**src/rtl/core/mme_pkg.sv**
```systemverilog
// Shared types and constants for the matrix multiply engine.
// Used by the cell row, the top level and the port checker; no dependencies.
package mme_pkg;

	// Width of an element, of a row or column field, and of the accumulator.
	localparam int ELEM_W    = 16;
	localparam int FIELD_W   = 3;
	localparam int ACC_W     = 36;
	localparam int PROD_W    = 2 * ELEM_W;
	localparam int DIM_REG_W = 4;

	// Default and largest supported matrix dimension.
	localparam int MAX_DIM_DEFAULT = 8;

	// Stream payload widths, padded to whole bytes.
	localparam int IN_TDATA_W  = 24;
	localparam int OUT_TDATA_W = 48;

	// Function codes of an input beat.
	localparam logic [1:0] FUNC_LOAD_A = 2'd0;
	localparam logic [1:0] FUNC_LOAD_B = 2'd1;
	localparam logic [1:0] FUNC_START  = 2'd2;

	// Configuration register indexes.
	localparam logic [1:0] REG_A_ROWS = 2'd0;
	localparam logic [1:0] REG_A_COLS = 2'd1;
	localparam logic [1:0] REG_B_ROWS = 2'd2;
	localparam logic [1:0] REG_B_COLS = 2'd3;

	localparam logic [DIM_REG_W-1:0] DIM_RESET = 4'd8;

	// One A element travelling down the cell row with its inner index.
	typedef struct packed {
		logic                     valid;
		logic                     first;
		logic                     last;
		logic [FIELD_W-1:0]       k;
		logic signed [ELEM_W-1:0] a;
	} tok_t;

	// Write of one B element into the column store of a cell.
	typedef struct packed {
		logic [FIELD_W-1:0]       row;
		logic signed [ELEM_W-1:0] data;
	} bwr_t;

endpackage

```
**src/rtl/core/mme_cell.sv**
```systemverilog
// One multiply-accumulate cell of the row; it owns one column of matrix B.
// Depends on mme_pkg for the token and B write types.
module mme_cell #(
	parameter int MAX_DIM = mme_pkg::MAX_DIM_DEFAULT
) (
	input  logic                       clk,
	input  logic                       arst_n,
	input  logic                       b_we,
	input  mme_pkg::bwr_t              b_wr,
	input  mme_pkg::tok_t              tok_in,
	output mme_pkg::tok_t              tok_out,
	output logic [mme_pkg::ACC_W-1:0]  acc,
	output logic                       done
);

	localparam int IDX_W = (MAX_DIM > 1) ? $clog2(MAX_DIM) : 1;

	logic signed [mme_pkg::ELEM_W-1:0] b_q [MAX_DIM];
	logic signed [mme_pkg::ELEM_W-1:0] b_rd;
	mme_pkg::tok_t                     tok_q;
	logic signed [mme_pkg::PROD_W-1:0] prod_s1;
	logic                              vld_s1;
	logic                              first_s1;
	logic                              last_s1;
	logic signed [mme_pkg::ACC_W-1:0]  acc_q;
	logic                              done_q;

	// Column store of B, one entry per inner index.
	always_ff @(posedge clk) begin
		if (b_we) begin
			b_q[b_wr.row[IDX_W-1:0]] <= b_wr.data;
		end
	end

	assign b_rd = b_q[tok_in.k[IDX_W-1:0]];

	// Control: token hand-off to the neighbor and the product stage flags.
	always_ff @(posedge clk or negedge arst_n) begin
		if (!arst_n) begin
			tok_q    <= '0;
			vld_s1   <= 1'b0;
			first_s1 <= 1'b0;
			last_s1  <= 1'b0;
			done_q   <= 1'b0;
		end else begin
			tok_q    <= tok_in;
			vld_s1   <= tok_in.valid;
			first_s1 <= tok_in.first;
			last_s1  <= tok_in.last;
			done_q   <= vld_s1 & last_s1;
		end
	end

	// Multiply, then accumulate the registered product in the following cycle.
	always_ff @(posedge clk) begin
		prod_s1 <= tok_in.a * b_rd;
		if (vld_s1) begin
			if (first_s1) begin
				acc_q <= mme_pkg::ACC_W'(prod_s1);
			end else begin
				acc_q <= acc_q + mme_pkg::ACC_W'(prod_s1);
			end
		end
	end

	assign tok_out = tok_q;
	assign acc     = acc_q;
	assign done    = done_q;

endmodule

```
**config.mk**
```make
export PLATFORM = sky130hd
export DESIGN_NAME = mme_cell
export DESIGN_NICKNAME = d
export VERILOG_FILES = /design/src/rtl/core/mme_pkg.sv /design/src/rtl/core/mme_cell.sv
export SDC_FILE = /design/constraint.sdc
export NUM_CORES = 1
export LEC_CHECK = 0
export ABC_CLOCK_PERIOD_IN_PS = 8600
export BUFFER_PORTS_ARGS = -buffer_cell sky130_fd_sc_hd__buf_2
export CORE_ASPECT_RATIO = 1.2
export CORE_MARGIN = 2
export CORE_UTILIZATION = 30
export DETAILED_ROUTE_END_ITERATION = 10
export SLEW_MARGIN = 0
export SYNTH_ARGS = -nofsm -noshare
export SYNTH_HDL_FRONTEND = slang
export SYNTH_SLANG_ARGS = --single-unit
export TNS_END_PERCENT = 5
```
**constraint.sdc**
```tcl
create_clock -name clk -period 8.6 [get_ports clk]
set_input_delay 1.29 -clock clk [delete_from_list [all_inputs] [get_ports clk]]
set_output_delay 1.29 -clock clk [all_outputs]
set_load 0.01 [all_outputs]
```
==> results by group <==
Run status
  • Status: finished clean

Synthesis
  • Post-synthesis mux area share: 0.04780
  • #FFs+latches synth: 219
  • Cell area after synthesis: 19,530 µm²
  • Leading post-synthesis cells by cell area: fa_1 27%, edfxtp_1 25%, ha_1 7.5%
  • Post-Synth Adder-Cell Area: 0.3446
  • Commonest cells in the netlist: 329 x inv_1, 263 x fa_1, 164 x edfxtp_1, 160 x nand2_1, 117 x ha_1
  • Yosys warns: 0
  • Synth Instances: 1,777
  • Yosys cell types: 63
  • Compound-cell area share of the yosys netlist: 0.07260
  • Syn nets: 2,201
  • Area share of the largest cell type after synthesis: 0.2696
  • Fraction of the mapped netlist area in simple logic gates: 0.1209
  • EDFF count, synth: 164
  • Largest family of logic cells by synthesized area: adder cells
  • Synth Area in XOR/XNOR: 0.02377
  • Post-synth top area cell: fa_1
  • Avg Cell Area, Syn: 10.99 µm²
  • Ys async rst share: 0.1050
  • Post-synthesis sequential area ratio: 0.3145
  • Prevailing post-synth register cell: edfxtp_1
  • Most numerous cell in the Yosys netlist: inv_1

Global route
  • Vias in the first global route: 14,140
  • Total track usage: 0.1440
  • Met2 GRT Util: 0.2580
  • Global-route wire length before repair: 76,950 µm
  • Largest net degree at the start of global routing: 80
  • Antenna violations before repair: 7
  • Met1 Usage GRT: 0.1765
  • Congestion Overflow GR: 0
  • GRT met3 Usage: 0.02607
  • Grt peak-use layer: met2

CTS
  • Skew-Pair Late Insertion Delay: 0.55 ns
  • Number of buffers created by CTS: 24
  • CTS Hold Buffers Added: 0
  • CTS clock-pin slew for the worst setup and hold paths: 0.06 ns
  • Sink Count: 219
  • Clock Tree Buf Depth: 3
  • CTS tree: built
  • CTS H-tree depth: 1
  • # resized after CTS: 0
  • Setup repair bufs after CTS: 0
  • Clock root buffer: clkbuf_16

Timing
  • RSZ-0062 raised after global routing: no
  • Clock skew: 0.02809 ns
  • Worst-margin pin slew: 1.072 ns
  • Setup TNS Final: 0 ns
  • Fmax: 0.1309 GHz
  • Slew margin rel.: 0.2848
  • Final period util: 0.8882
  • Final setup violation count: 0
  • Min Tclk post-route: 7.639 ns
  • Final hold vios: 0
  • Slew Limit Fails: 0

Min path
  • Worst Hold Path Cells: 1
  • Hold Path Class: reg2reg

Cells and area
  • Final Net Count: 2,291
  • Post-layout util: 0.3387
  • Fraction of layout cells with a size suffix above 1: 0.1194
  • # fillers: 6,432
  • Area growth from synthesis to layout: 11.78%

Routing
  • 1st-iter DRT viols: 783
  • DRT antenna net count: 0
  • DRC viols: 0
  • Via count: 12,920
  • Routed len/inst: 17.40 µm
  • Router iterations before antenna repair: 5
  • DR vias/cell: 4.749
  • DRT Wirelength: 47,320 µm

Run
  • MaxCap Viol Count: 0

Critical path
  • Crit path max fanout: 33
  • Reg2reg path depth: 24
  • Crit Path Class: in2reg
  • CP Launch Type: input port
  • Worst Path Arrival: 8.08 ns
  • Critical path required time: 9.04 ns
  • Crit. End Element: register

Die
  • Die height: 283.5 µm
  • Die X: 236.9 µm
  • Core region area: 64,450 µm²
  • Starting density of the core: 0.3030
  • Die area: 67,150 µm²
  • IO Count: 103
  • Row Count: 102

Place
  • # port buffers: 102
  • Post-DP HPWL: 36,380 µm
  • Gp weighted congestion: 0.8766
## layout by cell type, fill, tap and decap left out, types with 14 or more instances in the layout
| master | netlist | routed |
|---|---|---|
| inv_1 | 329 | 329 |
| fa_1 | 263 | 263 |
| edfxtp_1 | 164 | 164 |
| nand2_1 | 160 | 160 |
| ha_1 | 117 | 117 |
| buf_2 | 5 | 102 |
| nor2b_1 | 80 | 80 |
| o21ai_0 | 60 | 60 |
| a21oi_1 | 57 | 57 |
| and2_1 | 49 | 49 |
| nor2_1 | 52 | 46 |
| xnor2_1 | 43 | 43 |
| nand2b_1 | 33 | 33 |
| mux4_2 | 32 | 32 |
| dfxtp_1 | 32 | 32 |
| clkbuf_16 | 0 | 24 |
| dfrtp_1 | 23 | 22 |
| buf_4 | 3 | 21 |
| nor3_1 | 22 | 20 |
| a211oi_1 | 18 | 18 |
| a21o_1 | 16 | 16 |
| nand3_1 | 14 | 14 |
## per-layer routing
metal | share of wire | wire (µm)
met5 | 0.00085 | 40
met2 | 0.50 | 23610
met3 | 0.047 | 2241
met1 | 0.43 | 20180
met4 | 0.026 | 1251
## metrics by stage
stage	setup WS, ns	hold WS, ns	std cells	area [µm²]
final	0.9614	0.4804	2720	21830
after global routing	0.5530	0.5351	2719	21820
after CTS	1.003	0.4862	2717	21820
after detailed placement	0.4533	0.4765	2673	21070
after global placement	0.5458	0.4622	2673	21070
after floorplan	0.5283	0.4548	1777	19530
## cells by family after synthesis
family,Yosys count
buffers and inverters,390
AOI/OAI and AO/OA,221
and+or+nand+nor,462
muxes,52
DFF,219
adders and majority gates,380
xor gates and xnor gates,53
## critical path, cell delays in order
cell and delay [ns]:
buf_2 0.10, buf_12 0.26, mux4_2 0.53, mux2_2 0.29, nand2_1 0.10, inv_1 0.10
fa_1 0.54, inv_1 0.06, fa_1 0.53, inv_1 0.05, fa_1 0.52, inv_1 0.06
fa_1 0.55, fa_1 0.43, fa_1 0.49, inv_1 0.04, ha_1 0.33, o21ai_0 0.15
a21oi_1 0.25, nand4_1 0.13, a211o_1 0.26, a41oi_1 0.22, buf_4 0.16, o2111ai_1 0.20
a21o_1 0.24, a211oi_1 0.19
## final timing paths
check,slack (ns),endpoint,start
min in group asynchronous,0.80,tok_out[7],arst_n
worst max register to register,1.77,prod_s1[31],b_q[7][1]
worst max-delay path,0.96,prod_s1[31],tok_in[16]
max in group asynchronous,7.25,first_s1,arst_n
worst min register to register,0.48,done,last_s1
worst min-delay path,0.48,done,last_s1
## registers in the layout (all words and copies together), names as in the netlist
name / cells
acc: 36
b_q: 128
done: 1
first_s1: 1
last_s1: 1
prod_s1: 32
tok_out: 19
vld_s1: 1
## final cells by class
class                           count  area, µm²  area share
Tap cell                          832       1041     0.04770
Clock buffer                       31      646.9     0.02964
Timing Repair Buffer              125      708.2     0.03245
Sequential cell                   219       6142      0.2814
Clock inverter                     13      103.9    0.004758
Inverter                          329       1235     0.05658
Antenna cell                        3      7.507   0.0003440
Multi-Input combinational cell   1168      11940      0.5471
Power is not shown: default switching activity piles up to over one toggle a cycle in this logic, so the estimate is an artifact.
